File: src/ckc_pkg.sv
// ----------------------------------------------------------------------------
// ckc_pkg
// Shared types and constants of the color key centroid unit.
// ----------------------------------------------------------------------------
package ckc_pkg;

    localparam int MAX_WIDTH  = 1024;
    localparam int MAX_HEIGHT = 1024;

    localparam int CHAN_W   = 8;
    localparam int COORD_W  = 10;
    localparam int LIMIT_W  = 10;
    localparam int DIST_W   = 10;
    localparam int SUM_W    = 30;
    localparam int CNT_W    = 21;
    localparam int ITER_W   = $clog2(SUM_W);
    localparam int IDX_W    = 2;
    localparam int CFG_W    = 10;
    localparam int IN_W     = 48;
    localparam int OUT_W    = 24;

    typedef enum logic [IDX_W-1:0] {
        REG_KEY_BLUE    = 2'd0,
        REG_KEY_GREEN   = 2'd1,
        REG_KEY_RED     = 2'd2,
        REG_MATCH_LIMIT = 2'd3
    } t_reg_idx;

    typedef struct packed {
        logic accept;
        logic load_div;
        logic step;
        logic load_out;
    } t_cmd;

endpackage

File: src/ckc_ctrl.sv
// ----------------------------------------------------------------------------
// ckc_ctrl
// Controller: sequences pixel intake, the serial division and the result hold.
// ----------------------------------------------------------------------------
module ckc_ctrl
    import ckc_pkg::*;
(
    input  logic i_clk,
    input  logic i_rst_n,
    input  logic i_in_valid,
    input  logic i_in_last,
    output logic o_in_ready,
    output logic o_out_valid,
    input  logic i_out_ready,
    output t_cmd o_cmd
);

    typedef enum logic [2:0] {
        ST_ACCUM = 3'b001,
        ST_DIV   = 3'b010,
        ST_FIN   = 3'b100
    } t_state;

    t_state              r_state, n_state;
    logic [ITER_W-1:0]   r_iter, n_iter;
    logic                r_out_valid, n_out_valid;
    logic                out_free;

    assign out_free    = !r_out_valid || i_out_ready;
    assign o_in_ready  = (r_state == ST_ACCUM);
    assign o_out_valid = r_out_valid;

    always_comb begin
        n_state     = r_state;
        n_iter      = r_iter;
        n_out_valid = r_out_valid && !i_out_ready;
        o_cmd       = '0;
        unique case (r_state)
            ST_ACCUM: begin
                o_cmd.accept = i_in_valid;
                if (i_in_valid && i_in_last) begin
                    o_cmd.load_div = 1'b1;
                    n_iter         = '0;
                    n_state        = ST_DIV;
                end
            end
            ST_DIV: begin
                o_cmd.step = 1'b1;
                n_iter     = r_iter + 1'b1;
                if (r_iter == ITER_W'(SUM_W - 1)) begin
                    n_state = ST_FIN;
                end
            end
            ST_FIN: begin
                if (out_free) begin
                    o_cmd.load_out = 1'b1;
                    n_out_valid    = 1'b1;
                    n_state        = ST_ACCUM;
                end
            end
            default: begin
                n_state = ST_ACCUM;
            end
        endcase
    end

    always_ff @(posedge i_clk) begin
        if (!i_rst_n) begin
            r_state     <= ST_ACCUM;
            r_iter      <= '0;
            r_out_valid <= 1'b0;
        end else begin
            r_state     <= n_state;
            r_iter      <= n_iter;
            r_out_valid <= n_out_valid;
        end
    end

endmodule

File: src/ckc_dp.sv
// ----------------------------------------------------------------------------
// ckc_dp
// Datapath: key registers, color distance, coordinate sums and two
// restoring dividers that share one divisor.
// ----------------------------------------------------------------------------
module ckc_dp
    import ckc_pkg::*;
(
    input  logic               i_clk,
    input  logic               i_rst_n,
    input  t_cmd               i_cmd,
    input  logic               i_cfg_we,
    input  logic [IDX_W-1:0]   i_cfg_index,
    input  logic [CFG_W-1:0]   i_cfg_data,
    input  logic [CHAN_W-1:0]  i_blue,
    input  logic [CHAN_W-1:0]  i_green,
    input  logic [CHAN_W-1:0]  i_red,
    input  logic [COORD_W-1:0] i_col,
    input  logic [COORD_W-1:0] i_row,
    output logic [COORD_W-1:0] o_centre_col,
    output logic [COORD_W-1:0] o_centre_row,
    output logic               o_found
);

    logic [CHAN_W-1:0]  r_key_blue, r_key_green, r_key_red;
    logic [LIMIT_W-1:0] r_match_limit;
    logic [SUM_W-1:0]   r_col_sum, r_row_sum, n_col_sum, n_row_sum;
    logic [CNT_W-1:0]   r_hit_count, n_hit_count;
    logic [SUM_W-1:0]   r_dvd_col, r_dvd_row;
    logic [CNT_W-1:0]   r_rem_col, r_rem_row, r_divisor;
    logic [COORD_W-1:0] r_out_col, r_out_row;
    logic               r_out_found;
    logic [CHAN_W-1:0]  d_blue, d_green, d_red;
    logic [DIST_W-1:0]  distance;
    logic               in_window, hit;
    logic [CNT_W:0]     sh_col, sh_row;
    logic               ge_col, ge_row;

    function automatic logic [CHAN_W-1:0] abs_diff(input logic [CHAN_W-1:0] a,
                                                   input logic [CHAN_W-1:0] b);
        return (a >= b) ? (a - b) : (b - a);
    endfunction

    assign d_blue    = abs_diff(i_blue, r_key_blue);
    assign d_green   = abs_diff(i_green, r_key_green);
    assign d_red     = abs_diff(i_red, r_key_red);
    assign distance  = DIST_W'(d_blue) + DIST_W'(d_green) + DIST_W'(d_red);
    assign in_window = (32'(i_col) < MAX_WIDTH) && (32'(i_row) < MAX_HEIGHT);
    assign hit       = in_window && (distance < r_match_limit);

    always_comb begin
        n_col_sum   = r_col_sum;
        n_row_sum   = r_row_sum;
        n_hit_count = r_hit_count;
        if (hit) begin
            n_col_sum   = r_col_sum + SUM_W'(i_col);
            n_row_sum   = r_row_sum + SUM_W'(i_row);
            n_hit_count = r_hit_count + 1'b1;
        end
    end

    assign sh_col = {r_rem_col, r_dvd_col[SUM_W-1]};
    assign sh_row = {r_rem_row, r_dvd_row[SUM_W-1]};
    assign ge_col = sh_col >= {1'b0, r_divisor};
    assign ge_row = sh_row >= {1'b0, r_divisor};

    always_ff @(posedge i_clk) begin
        if (!i_rst_n) begin
            r_key_blue    <= '0;
            r_key_green   <= '0;
            r_key_red     <= '0;
            r_match_limit <= '0;
            r_col_sum     <= '0;
            r_row_sum     <= '0;
            r_hit_count   <= '0;
        end else begin
            if (i_cfg_we) begin
                unique case (t_reg_idx'(i_cfg_index))
                    REG_KEY_BLUE:    r_key_blue    <= i_cfg_data[CHAN_W-1:0];
                    REG_KEY_GREEN:   r_key_green   <= i_cfg_data[CHAN_W-1:0];
                    REG_KEY_RED:     r_key_red     <= i_cfg_data[CHAN_W-1:0];
                    REG_MATCH_LIMIT: r_match_limit <= i_cfg_data[LIMIT_W-1:0];
                    default: ;
                endcase
            end
            if (i_cmd.load_div) begin
                r_col_sum   <= '0;
                r_row_sum   <= '0;
                r_hit_count <= '0;
            end else if (i_cmd.accept) begin
                r_col_sum   <= n_col_sum;
                r_row_sum   <= n_row_sum;
                r_hit_count <= n_hit_count;
            end
        end
    end

    always_ff @(posedge i_clk) begin
        if (i_cmd.load_div) begin
            r_dvd_col <= n_col_sum;
            r_dvd_row <= n_row_sum;
            r_divisor <= n_hit_count;
            r_rem_col <= '0;
            r_rem_row <= '0;
        end else if (i_cmd.step) begin
            r_dvd_col <= {r_dvd_col[SUM_W-2:0], ge_col};
            r_dvd_row <= {r_dvd_row[SUM_W-2:0], ge_row};
            r_rem_col <= ge_col ? CNT_W'(sh_col - {1'b0, r_divisor}) : sh_col[CNT_W-1:0];
            r_rem_row <= ge_row ? CNT_W'(sh_row - {1'b0, r_divisor}) : sh_row[CNT_W-1:0];
        end
        if (i_cmd.load_out) begin
            r_out_found <= (r_divisor != '0);
            r_out_col   <= (r_divisor != '0) ? r_dvd_col[COORD_W-1:0] : '0;
            r_out_row   <= (r_divisor != '0) ? r_dvd_row[COORD_W-1:0] : '0;
        end
    end

    assign o_centre_col = r_out_col;
    assign o_centre_row = r_out_row;
    assign o_found      = r_out_found;

endmodule

File: src/color_key_centroid_unit.sv
// ----------------------------------------------------------------------------
// color_key_centroid_unit
// Color key blob centroid over a window of pixels.
// ----------------------------------------------------------------------------
// Pixels enter on the s_axis channel, one transaction per pixel and one per
// cycle while the unit accumulates; s_axis_tlast marks the last pixel of a
// window. A pixel matches when its summed absolute channel difference to the
// key color is below the match limit, and matching pixels add to the column
// sum, the row sum and the hit count.
// After the last pixel, s_axis_tready stays low while two restoring
// dividers, one quotient bit per cycle, form the mean column and row,
// and until the result register is loaded. The result appears on
// m_axis; m_axis_tuser is low and the data zero when nothing matched.
// If the receiver stalls, the result holds and new pixels are still
// taken until the next window ends.
// Key registers are written over the cfg channel, which is always ready.
// Reset clears the key registers, the sums and the output valid.
// ----------------------------------------------------------------------------
module color_key_centroid_unit
    import ckc_pkg::*;
(
    input  logic              i_clk,
    input  logic              i_rst_n,
    input  logic              s_axis_tvalid,
    output logic              s_axis_tready,
    // blue[7:0], green[15:8], red[23:16], col[33:24], row[43:34], zero pad
    input  logic [IN_W-1:0]   s_axis_tdata,
    input  logic              s_axis_tlast,
    output logic              m_axis_tvalid,
    input  logic              m_axis_tready,
    // centre_col[9:0], centre_row[19:10], zero pad
    output logic [OUT_W-1:0]  m_axis_tdata,
    // found[0]
    output logic              m_axis_tuser,
    input  logic              i_cfg_valid,
    output logic              o_cfg_ready,
    input  logic [IDX_W-1:0]  i_cfg_index,
    input  logic [CFG_W-1:0]  i_cfg_data
);

    t_cmd               cmd;
    logic [COORD_W-1:0] centre_col, centre_row;

    assign o_cfg_ready = 1'b1;

    ckc_ctrl u_ctrl (
        .i_clk       (i_clk),
        .i_rst_n     (i_rst_n),
        .i_in_valid  (s_axis_tvalid),
        .i_in_last   (s_axis_tlast),
        .o_in_ready  (s_axis_tready),
        .o_out_valid (m_axis_tvalid),
        .i_out_ready (m_axis_tready),
        .o_cmd       (cmd)
    );

    ckc_dp u_dp (
        .i_clk        (i_clk),
        .i_rst_n      (i_rst_n),
        .i_cmd        (cmd),
        .i_cfg_we     (i_cfg_valid),
        .i_cfg_index  (i_cfg_index),
        .i_cfg_data   (i_cfg_data),
        .i_blue       (s_axis_tdata[7:0]),
        .i_green      (s_axis_tdata[15:8]),
        .i_red        (s_axis_tdata[23:16]),
        .i_col        (s_axis_tdata[33:24]),
        .i_row        (s_axis_tdata[43:34]),
        .o_centre_col (centre_col),
        .o_centre_row (centre_row),
        .o_found      (m_axis_tuser)
    );

    assign m_axis_tdata = {(OUT_W - 2*COORD_W)'(0), centre_row, centre_col};

endmodule

File: config.mk
export PLATFORM = sky130hd
export DESIGN_NAME = color_key_centroid_unit
export DESIGN_NICKNAME = d
export VERILOG_FILES = /design/src/ckc_pkg.sv /design/src/ckc_ctrl.sv /design/src/ckc_dp.sv /design/src/color_key_centroid_unit.sv
export SDC_FILE = /design/constraint.sdc
export NUM_CORES = 1
export LEC_CHECK = 0
export BUFFER_PORTS_ARGS = -buffer_cell sky130_fd_sc_hd__buf_2
export CORE_ASPECT_RATIO = 0.6
export CORE_MARGIN = 5
export CORE_UTILIZATION = 45
export CTS_BUF_LIST = sky130_fd_sc_hd__clkbuf_8 sky130_fd_sc_hd__clkbuf_16
export DETAILED_ROUTE_END_ITERATION = 8
export SETUP_SLACK_MARGIN = 0.02
export SLEW_MARGIN = 10
export SYNTH_ARGS = -nofsm -noshare
export SYNTH_HDL_FRONTEND = slang
export SYNTH_HIERARCHICAL = 1
export SYNTH_SLANG_ARGS = --single-unit
File: constraint.sdc
create_clock -name i_clk -period 8.5 [get_ports i_clk]
set_input_delay 0.425 -clock i_clk [delete_from_list [all_inputs] [get_ports i_clk]]
set_output_delay 0.425 -clock i_clk [all_outputs]
set_load 0.02 [all_outputs]
==> load_flow_metrics.sql, run 1 <==
INSERT INTO impl_metrics (metric_group, metric, value, unit) VALUES
('sta', 'min_period_over_period', '84.00', '%'),
('sta', 'final-hold-violation-count', '0', ''),
('worst_setup_path', 'path_depth', '24', ''),
('synth', 'leading_cell_types_by_count_after_synthesis', 'sky130_fd_sc_hd__nor2_1, sky130_fd_sc_hd__nand2_1, sky130_fd_sc_hd__dfxtp_1, sky130_fd_sc_hd__a21oi_1, sky130_fd_sc_hd__inv_1', ''),
('cells_and_area', 'fin_area', '0.01948', 'sq mm'),
('worst_setup_path', 'critical_path.startpoint_type', 'register', ''),
('detailed_routing', 'vias_per_cell', '5.487', ''),
('sta', 'rsz0062_at_grt', 'no', ''),
('global_route', 'grtUsageTotal', '19.69', '%'),
('clocking', 'tritoncts', 'yes', ''),
('clocking', 'clock-root-buffer', 'sky130_fd_sc_hd__clkbuf_16', ''),
('clocking', 'cts_made_buffers', '27', ''),
('global_route', 'use_met3', '3.418', '%'),
('floorplanning', 'boundaryPins', '94', ''),
('synth', 'synth.ff_latch_count', '268', ''),
('worst_setup_path', 'cp_top_family', 'compound AO/OA/AOI/OAI gates', ''),
('detailed_routing', 'route.vias.total', '14183', ''),
('power', 'max-vdd-ir-drop', '0.4117', 'mV'),
('clocking', 'cts.repair.resized', '0', ''),
('sta', 'layout_min_cycle_time', '7140', 'ps'),
('cells_and_area', 'n_antenna_cell', '0', ''),
('placement', 'hpwl', '31920', 'um'),
('global_route', 'antenna_found_initial', '0', ''),
('clocking', 'clk_latency', '570', 'ps'),
('detailed_routing', 'antenna_left', '0', ''),
('worst_setup_path', 'timing.critical_path.to', 'u_dp/r_dvd_row[29]', ''),
('global_route', 'grt_remaining_overflow', '0', ''),
('floorplanning', 'placement_rows', '56', ''),
('sta', 'timing.final.setup_violations', '0', ''),
('sta', 'max-slew-margin-rel', '27.00', '%'),
('synth', 'synth_area_leader_cell', 'sky130_fd_sc_hd__dfxtp_1', ''),
('worst_setup_path', 'regToRegSetupSlack', '1360', 'ps'),
('floorplanning', 'start_util', '45.40', '%'),
('synth', 'synthDistinctLibCells', '84', ''),
('sta', 'report.final.slew_viol_count', '0', ''),
('placement', 'io_buffer_count', '84', ''),
('detailed_routing', 'initialDrtViolationCount', '1081', ''),
('worst_setup_path', 'crit_path_cell_trace', 'inv_1, fa_1, a21o_1, a2111oi_0, o21ai_1, mux2i_1, xor2_1, fa_1, fa_1, inv_1, a21oi_1, o21ai_0, a21oi_1, o21bai_1, xor2_1, ha_1, a21o_1, a21oi_1, nor3b_2, o211ai_2, a21boi_4, nand3_1, or4_1, a31oi_1', ''),
('worst_setup_path', 'rr_worst_depth', '24', ''),
('global_route', 'globalRouteMet1Util', '32.94', '%'),
('clocking', 'h-tree-depth', '1', ''),
('synth', 'synth-main-ff-cell', 'sky130_fd_sc_hd__dfxtp_1', ''),
('worst_setup_path', 'cpMaxStageDelayCell', 'sky130_fd_sc_hd__or4_1', ''),
('clocking', 'hold_fix_buffer_count_after_cts', '0', ''),
('worst_setup_path', 'worst_ep_arrival_time', '7570', 'ps'),
('synth', 'postSynthAreaPerCell', '8.852', 'sq um'),
('cells_and_area', 'drive_above_1_share', '9.307', '%'),
('cells_and_area', 'finalNetCount', '2253', ''),
('detailed_routing', 'drt_wl_total', '44290', 'um'),
('synth', 'synth.most_common_cell', 'sky130_fd_sc_hd__nor2_1', ''),
('placement', 'global_placement_routability_congestion', '0.8828', ''),
('sta', 'fmax', '140.1', 'MHz'),
('worst_setup_path', 'critical_path.reg2reg.endpoint', 'u_dp/r_dvd_row[29]', ''),
('detailed_routing', 'drc', '0', ''),
('synth', 'synth_warnings', '6', ''),
('synth', 'synth-edff-count', '102', ''),
('worst_setup_path', 'reg2reg_from', 'u_dp/r_key_red[1]', ''),
('worst_setup_path', 'timing.critical_path.from', 'u_dp/r_key_red[1]', ''),
('worst_setup_path', 'end_kind', 'register', ''),
('floorplanning', 'core_area', '0.03896', 'sq mm'),
('status', 'status', 'finished clean', ''),
('clocking', 'post_cts_setup_buffers', '0', ''),
('synth', 'synthArstFlopShare', '0', '%'),
('synth', 'post_synth_main_area_contributors', 'sky130_fd_sc_hd__dfxtp_1, sky130_fd_sc_hd__edfxtp_1, sky130_fd_sc_hd__ha_1', ''),
('global_route', 'grt-busiest-layer', 'met1', ''),
('hold_path', 'worst_hold_path_type', 'in -> reg', ''),
('power', 'design_power_total', '4879', 'uW'),
('synth', 'mappedNetlistArea', '0.01769', 'sq mm'),
('worst_setup_path', 'peak_per_stage_delay_on_the_critical_path', '580', 'ps'),
('power', 'p_leak', '0.007858', 'uW'),
('detailed_routing', 'routed_wire_length_per_instance', '17.13', 'um');
[metal layers]
metal  wire (um)  vias to the layer above
met2       16620                      313
met1       24680                     6702
met3        2392                       43
met5           0                        -
met4         593                        0
li1            -                     7125
[worst min-delay path by stage]
stage                        from               endpoint  cells past startpoint
2_1_floorplan  u_dp/r_rem_row[20]     u_dp/r_rem_row[20]                      2
3_3_place_gp   u_dp/r_rem_row[20]     u_dp/r_rem_row[20]                      2
3_5_place_dp   u_dp/r_rem_row[20]     u_dp/r_rem_row[20]                      2
4_1_cts             i_cfg_data[8]  u_dp/r_match_limit[8]                      3
5_1_grt             i_cfg_data[8]  u_dp/r_match_limit[8]                      3
6_report            i_cfg_data[9]  u_dp/r_match_limit[9]                      3
[cell families (layout without fill, tap and decap cells)]
kind of cell / Yosys count / count (layout) / synth area share (%)
muxes: 73 / 73 / 4.237
adders and majority gates: 145 / 145 / 11.06
AOI/OAI and AO/OA: 424 / 424 / 15.87
other: 2 / 5 / 0.04246
and+or+nand+nor: 682 / 682 / 18.90
DFF: 268 / 268 / 36.11
xor gates and xnor gates: 172 / 172 / 8.517
buffers and inverters: 232 / 294 / 5.263
[layout by cell type, fill, tap and decap left out, drive strengths merged, types with 7 or more instances in the layout]
| cell type | instances |
|---|---|
| nor2 | 189 |
| nand2 | 168 |
| dfxtp | 166 |
| inv | 148 |
| a21oi | 145 |
| ha | 126 |
| buf | 105 |
| xnor2 | 102 |
| edfxtp | 102 |
| xor2 | 70 |
| nand3 | 63 |
| o21ai | 61 |
| mux2i | 58 |
| nor2b | 57 |
| a31oi | 39 |
| nand4 | 38 |
| a211oi | 37 |
| a21o | 36 |
| and3 | 30 |
| clkbuf | 28 |
| nor3 | 26 |
| or3 | 22 |
| and2 | 21 |
| fa | 19 |
| nand2b | 18 |
| mux2 | 15 |
| a21boi | 14 |
| o31ai | 12 |
| o211ai | 12 |
| nor4 | 10 |
| o21a | 8 |
| o21bai | 8 |
| and4 | 8 |
| clkinv | 8 |
| a221oi | 7 |
[where the power goes]
group          switching, uW  internal [uW]
Combinational           1370            732
Clock                    544            716
Sequential              67.6           1450
Total                   1990           2890
[layout make-up]
type	count	area (sq um)
sequential	268	6386
tap	522	653.1
clock inverter	22	229.0
multi-input combinational	1501	10410
clock buffer	28	689.4
timing repair buffer	105	590.6
fill	3714	19470
inverter	139	521.8
[flip-flops by register name (all words and copies together), names as in the netlist, 21 cells and up]
name              flops
u_dp/r_hit_count     21
u_dp/r_col_sum       30
u_dp/r_dvd_col       30
u_dp/r_row_sum       30
u_dp/r_dvd_row       30
u_dp/r_divisor       21
u_dp/r_rem_col       21
u_dp/r_rem_row       21
[through the flow]
step	instances	hold WS (ps)	setup slack, ps	utilization [%]
after floorplan	2001	426.4	2122	-
after global placement	2535	442.6	1176	47.66
after detailed placement	2535	445.8	1156	47.66
after CTS	2585	98.81	1353	50.01
after global routing	2585	101.0	814.9	50.01
final	2585	123.7	1360	50.01
[worst min-delay path: cells and delay by family]
kind / cells / cell delay, ps
buffers and inverters: 1 / 100
AOI/OAI and AO/OA: 1 / 70
and+or+nand+nor: 1 / 50
Power figures use the tool's default switching activity.
==> run 2: changes to the inputs <==
- clock period: 8.5 -> 7.4 ns (I/O delays scaled with it)
==> run 2 against run 1 <==
  * Worst setup slack got worse by 940 ps
  * Global-route usage increased by 0.46 points
  * Sequential cell count unchanged
  * Highest routed layer unchanged
  * Via count increased by 0.98%
  * Largest power group unchanged
  * Register-to-register slack got worse by 940 ps
  * First-iteration DRC count decreased by 0.37%
  * Final cell count increased by 0.35%
  * Non-clock buffer count increased by 7
  * Utilization increased by 0.34 points
  * Sequential power increased by 15%
  * Clock-buffer cell count increased by 4
  * Sequential share of layout area decreased by 0.22 points
==> load_flow_metrics.sql, run 2 (same netlist as run 1, synthesis figures left out) <==
INSERT INTO impl_metrics (metric_group, metric, value, unit) VALUES
('status', 'status', 'finished clean', ''),
('cells_and_area', 'fin_cells', '2594', ''),
('clocking', 'cts.clk_slew.worst_paths', '60', 'ps'),
('placement', 'hpwl', '32010', 'um'),
('worst_setup_path', 'critical_path_peak_fanout', '8', ''),
('placement', 'io_buffer_count', '84', ''),
('worst_setup_path', 'cp.required', '7660', 'ps'),
('hold_path', 'worst_hold_path_type', 'in -> reg', ''),
('floorplanning', 'total_die_area', '0.04350', 'sq mm'),
('detailed_routing', 'route.vias.total', '14322', ''),
('clocking', 'clk_latency', '570', 'ps'),
('detailed_routing', 'initialDrtViolationCount', '1077', ''),
('sta', 'max-slew-margin-rel', '23.48', '%'),
('global_route', 'via_count_of_the_first_global_routing_pass', '13459', ''),
('floorplanning', 'placement_rows', '56', ''),
('sta', 'holdWs', '74.31', 'ps'),
('cells_and_area', 'layout.filler_cells', '3667', ''),
('cells_and_area', 'finalNetCount', '2261', ''),
('sta', 'fmax', '143.4', 'MHz'),
('sta', 'final_tns_setup', '0', 'ps'),
('sta', 'fin_skew', '27.48', 'ps'),
('cells_and_area', 'n_antenna_cell', '0', ''),
('flow_run', 'cap_violations', '0', ''),
('clocking', 'tritoncts', 'yes', ''),
('worst_setup_path', 'crit_type', 'reg -> reg', ''),
('cells_and_area', 'drive_above_1_share', '9.894', '%'),
('worst_setup_path', 'regToRegSetupSlack', '420', 'ps'),
('worst_setup_path', 'end_kind', 'register', ''),
('sta', 'rsz0062_at_grt', 'no', ''),
('global_route', 'first_pass_grt_wire_length', '72310', 'um'),
('floorplanning', 'start_util', '45.40', '%'),
('clocking', 'clock_sinks', '268', ''),
('cells_and_area', 'most-common-layout-cells', 'sky130_fd_sc_hd__nor2_1, sky130_fd_sc_hd__nand2_1, sky130_fd_sc_hd__dfxtp_1, sky130_fd_sc_hd__inv_1, sky130_fd_sc_hd__a21oi_1', ''),
('global_route', 'pin_count_of_the_biggest_net_entering_global_routing', '96', ''),
('detailed_routing', 'drc', '0', ''),
('cells_and_area', 'final_common_cell', 'sky130_fd_sc_hd__nor2_1', ''),
('cells_and_area', 'area_growth', '10.92', '%'),
('sta', 'report.final.slew_viol_count', '0', ''),
('floorplanning', 'boundaryPins', '94', ''),
('floorplanning', 'core_area', '0.03896', 'sq mm'),
('worst_setup_path', 'worst_ep_arrival_time', '7230', 'ps'),
('clocking', 'clock-root-buffer', 'sky130_fd_sc_hd__clkbuf_16', ''),
('detailed_routing', 'antenna_left', '0', ''),
('cells_and_area', 'final_core_utilization', '50.36', '%'),
('detailed_routing', 'drt_wl_total', '44580', 'um'),
('clocking', 'h-tree-depth', '1', ''),
('worst_setup_path', 'reg2reg_from', 'u_dp/r_key_green[3]', ''),
('global_route', 'grtUsageTotal', '20.15', '%'),
('sta', 'setup_ws', '424.7', 'ps'),
('global_route', 'antenna_found_initial', '0', ''),
('detailed_routing', 'detailedRoute.firstPassIterationCount', '5', ''),
('clocking', 'cts_made_buffers', '28', ''),
('power', 'power.density_cell_area', '291.1', 'mW/mm^2'),
('sta', 'timing_worst_slew_pin_value', '1144', 'ps'),
('detailed_routing', 'vias_per_cell', '5.521', ''),
('placement', 'placed_cells_incl_taps', '2540', ''),
('hold_path', 'startpoint_of_the_tightest_hold_check_path', 'i_cfg_data[9]', ''),
('sta', 'final-hold-violation-count', '0', ''),
('power', 'max-vdd-ir-drop', '0.5393', 'mV'),
('power', 'p_leak', '0.007916', 'uW'),
('placement', 'global_placement_routability_congestion', '0.8673', ''),
('clocking', 'clk_path_buf_depth', '3', ''),
('floorplanning', 'fp.dieH', '163.6', 'um'),
('worst_setup_path', 'critical_path.startpoint_type', 'register', ''),
('detailed_routing', 'routed_wire_length_per_instance', '17.19', 'um'),
('sta', 'min_period_over_period', '94.26', '%'),
('placement', 'dpl_worst_slack', '328.0', 'ps'),
('worst_setup_path', 'timing.critical_path.from', 'u_dp/r_key_green[3]', ''),
('sta', 'timing.final.setup_violations', '0', ''),
('sta', 'layout_min_cycle_time', '6975', 'ps'),
('global_route', 'grt_remaining_overflow', '0', ''),
('floorplanning', 'chipWidth', '265.9', 'um');
run 2: cell types whose count changed in the layout (fill, tap and decap cells not counted), sizes merged:
cell | previous run | this run
clkbuf | 28 | 32
clkinvlp | 1 | 3
buf | 105 | 112
inv | 148 | 144
run 2: layout make-up:
class	instances	area, sq um	share of cell area [%]
inverters	139	521.8	2.660
clock inverters	20	219.0	1.116
clock buffers	32	755.7	3.852
repair buffers	112	655.6	3.342
well taps	522	653.1	3.329
multi-input cells	1501	10430	53.15
flip-flops and latches	268	6386	32.55
run 2: stage by stage:
stage | total power (uW) | instance area (sq um)
floorplan | 3439 | 17700
global placement | 4185 | 18620
detailed placement | 4227 | 18620
finish | 5711 | 19620
CTS | 5739 | 19590
global route | 6129 | 19620
run 2: worst paths after layout:
path,to,cells past startpoint
max,u_dp/r_dvd_row[27],25
min,u_dp/r_match_limit[9],3
max reg2reg,u_dp/r_dvd_row[27],25
min reg2reg,u_dp/r_match_limit[4],2
run 2: timing repair:
action,CTS,global route
endpoints found under the hold margin,0,0
setup buffers,0,2
gates resized for setup,0,3
setup endpoints to repair,0,8
hold buffers,0,0
run 2: metal layers:
metal	wire, um	share of wire [%]	global-route usage (%)	up-vias
li1	-	-	-	7156
met1	24410	55	32.99	6786
met2	16940	38	27.73	343
met3	2711	6.1	3.613	37
met4	521	1.2	2.829	0
met5	0	0	0	-
run 2: worst max-delay path, stage by stage (launching register included):
cell and delay (ps):
sky130_fd_sc_hd__dfxtp_1 410, sky130_fd_sc_hd__ha_1 340, sky130_fd_sc_hd__and4_4 250, sky130_fd_sc_hd__a311o_1 340, sky130_fd_sc_hd__o32ai_4 390, sky130_fd_sc_hd__mux2_2 390
sky130_fd_sc_hd__a221o_1 430, sky130_fd_sc_hd__xnor2_1 170, sky130_fd_sc_hd__fa_1 520, sky130_fd_sc_hd__inv_1 50, sky130_fd_sc_hd__ha_1 320, sky130_fd_sc_hd__a21oi_1 70
sky130_fd_sc_hd__o21ai_0 270, sky130_fd_sc_hd__a21oi_1 110, sky130_fd_sc_hd__o21bai_1 200, sky130_fd_sc_hd__xor2_1 170, sky130_fd_sc_hd__ha_1 260, sky130_fd_sc_hd__a21o_1 180
sky130_fd_sc_hd__a21oi_1 200, sky130_fd_sc_hd__nor3b_2 210, sky130_fd_sc_hd__o211ai_2 260, sky130_fd_sc_hd__a21boi_4 370, sky130_fd_sc_hd__nand3_1 190, sky130_fd_sc_hd__buf_4 200
sky130_fd_sc_hd__o31ai_1 230, sky130_fd_sc_hd__a31oi_1 130
run 2: power breakdown:
| group | switching (uW) | internal [uW] | leakage, uW |
|---|---|---|---|
| logic | 1590 | 895 | 0.00514 |
| clock network | 615 | 872 | 0.000490 |
| registers | 78.1 | 1660 | 0.00228 |
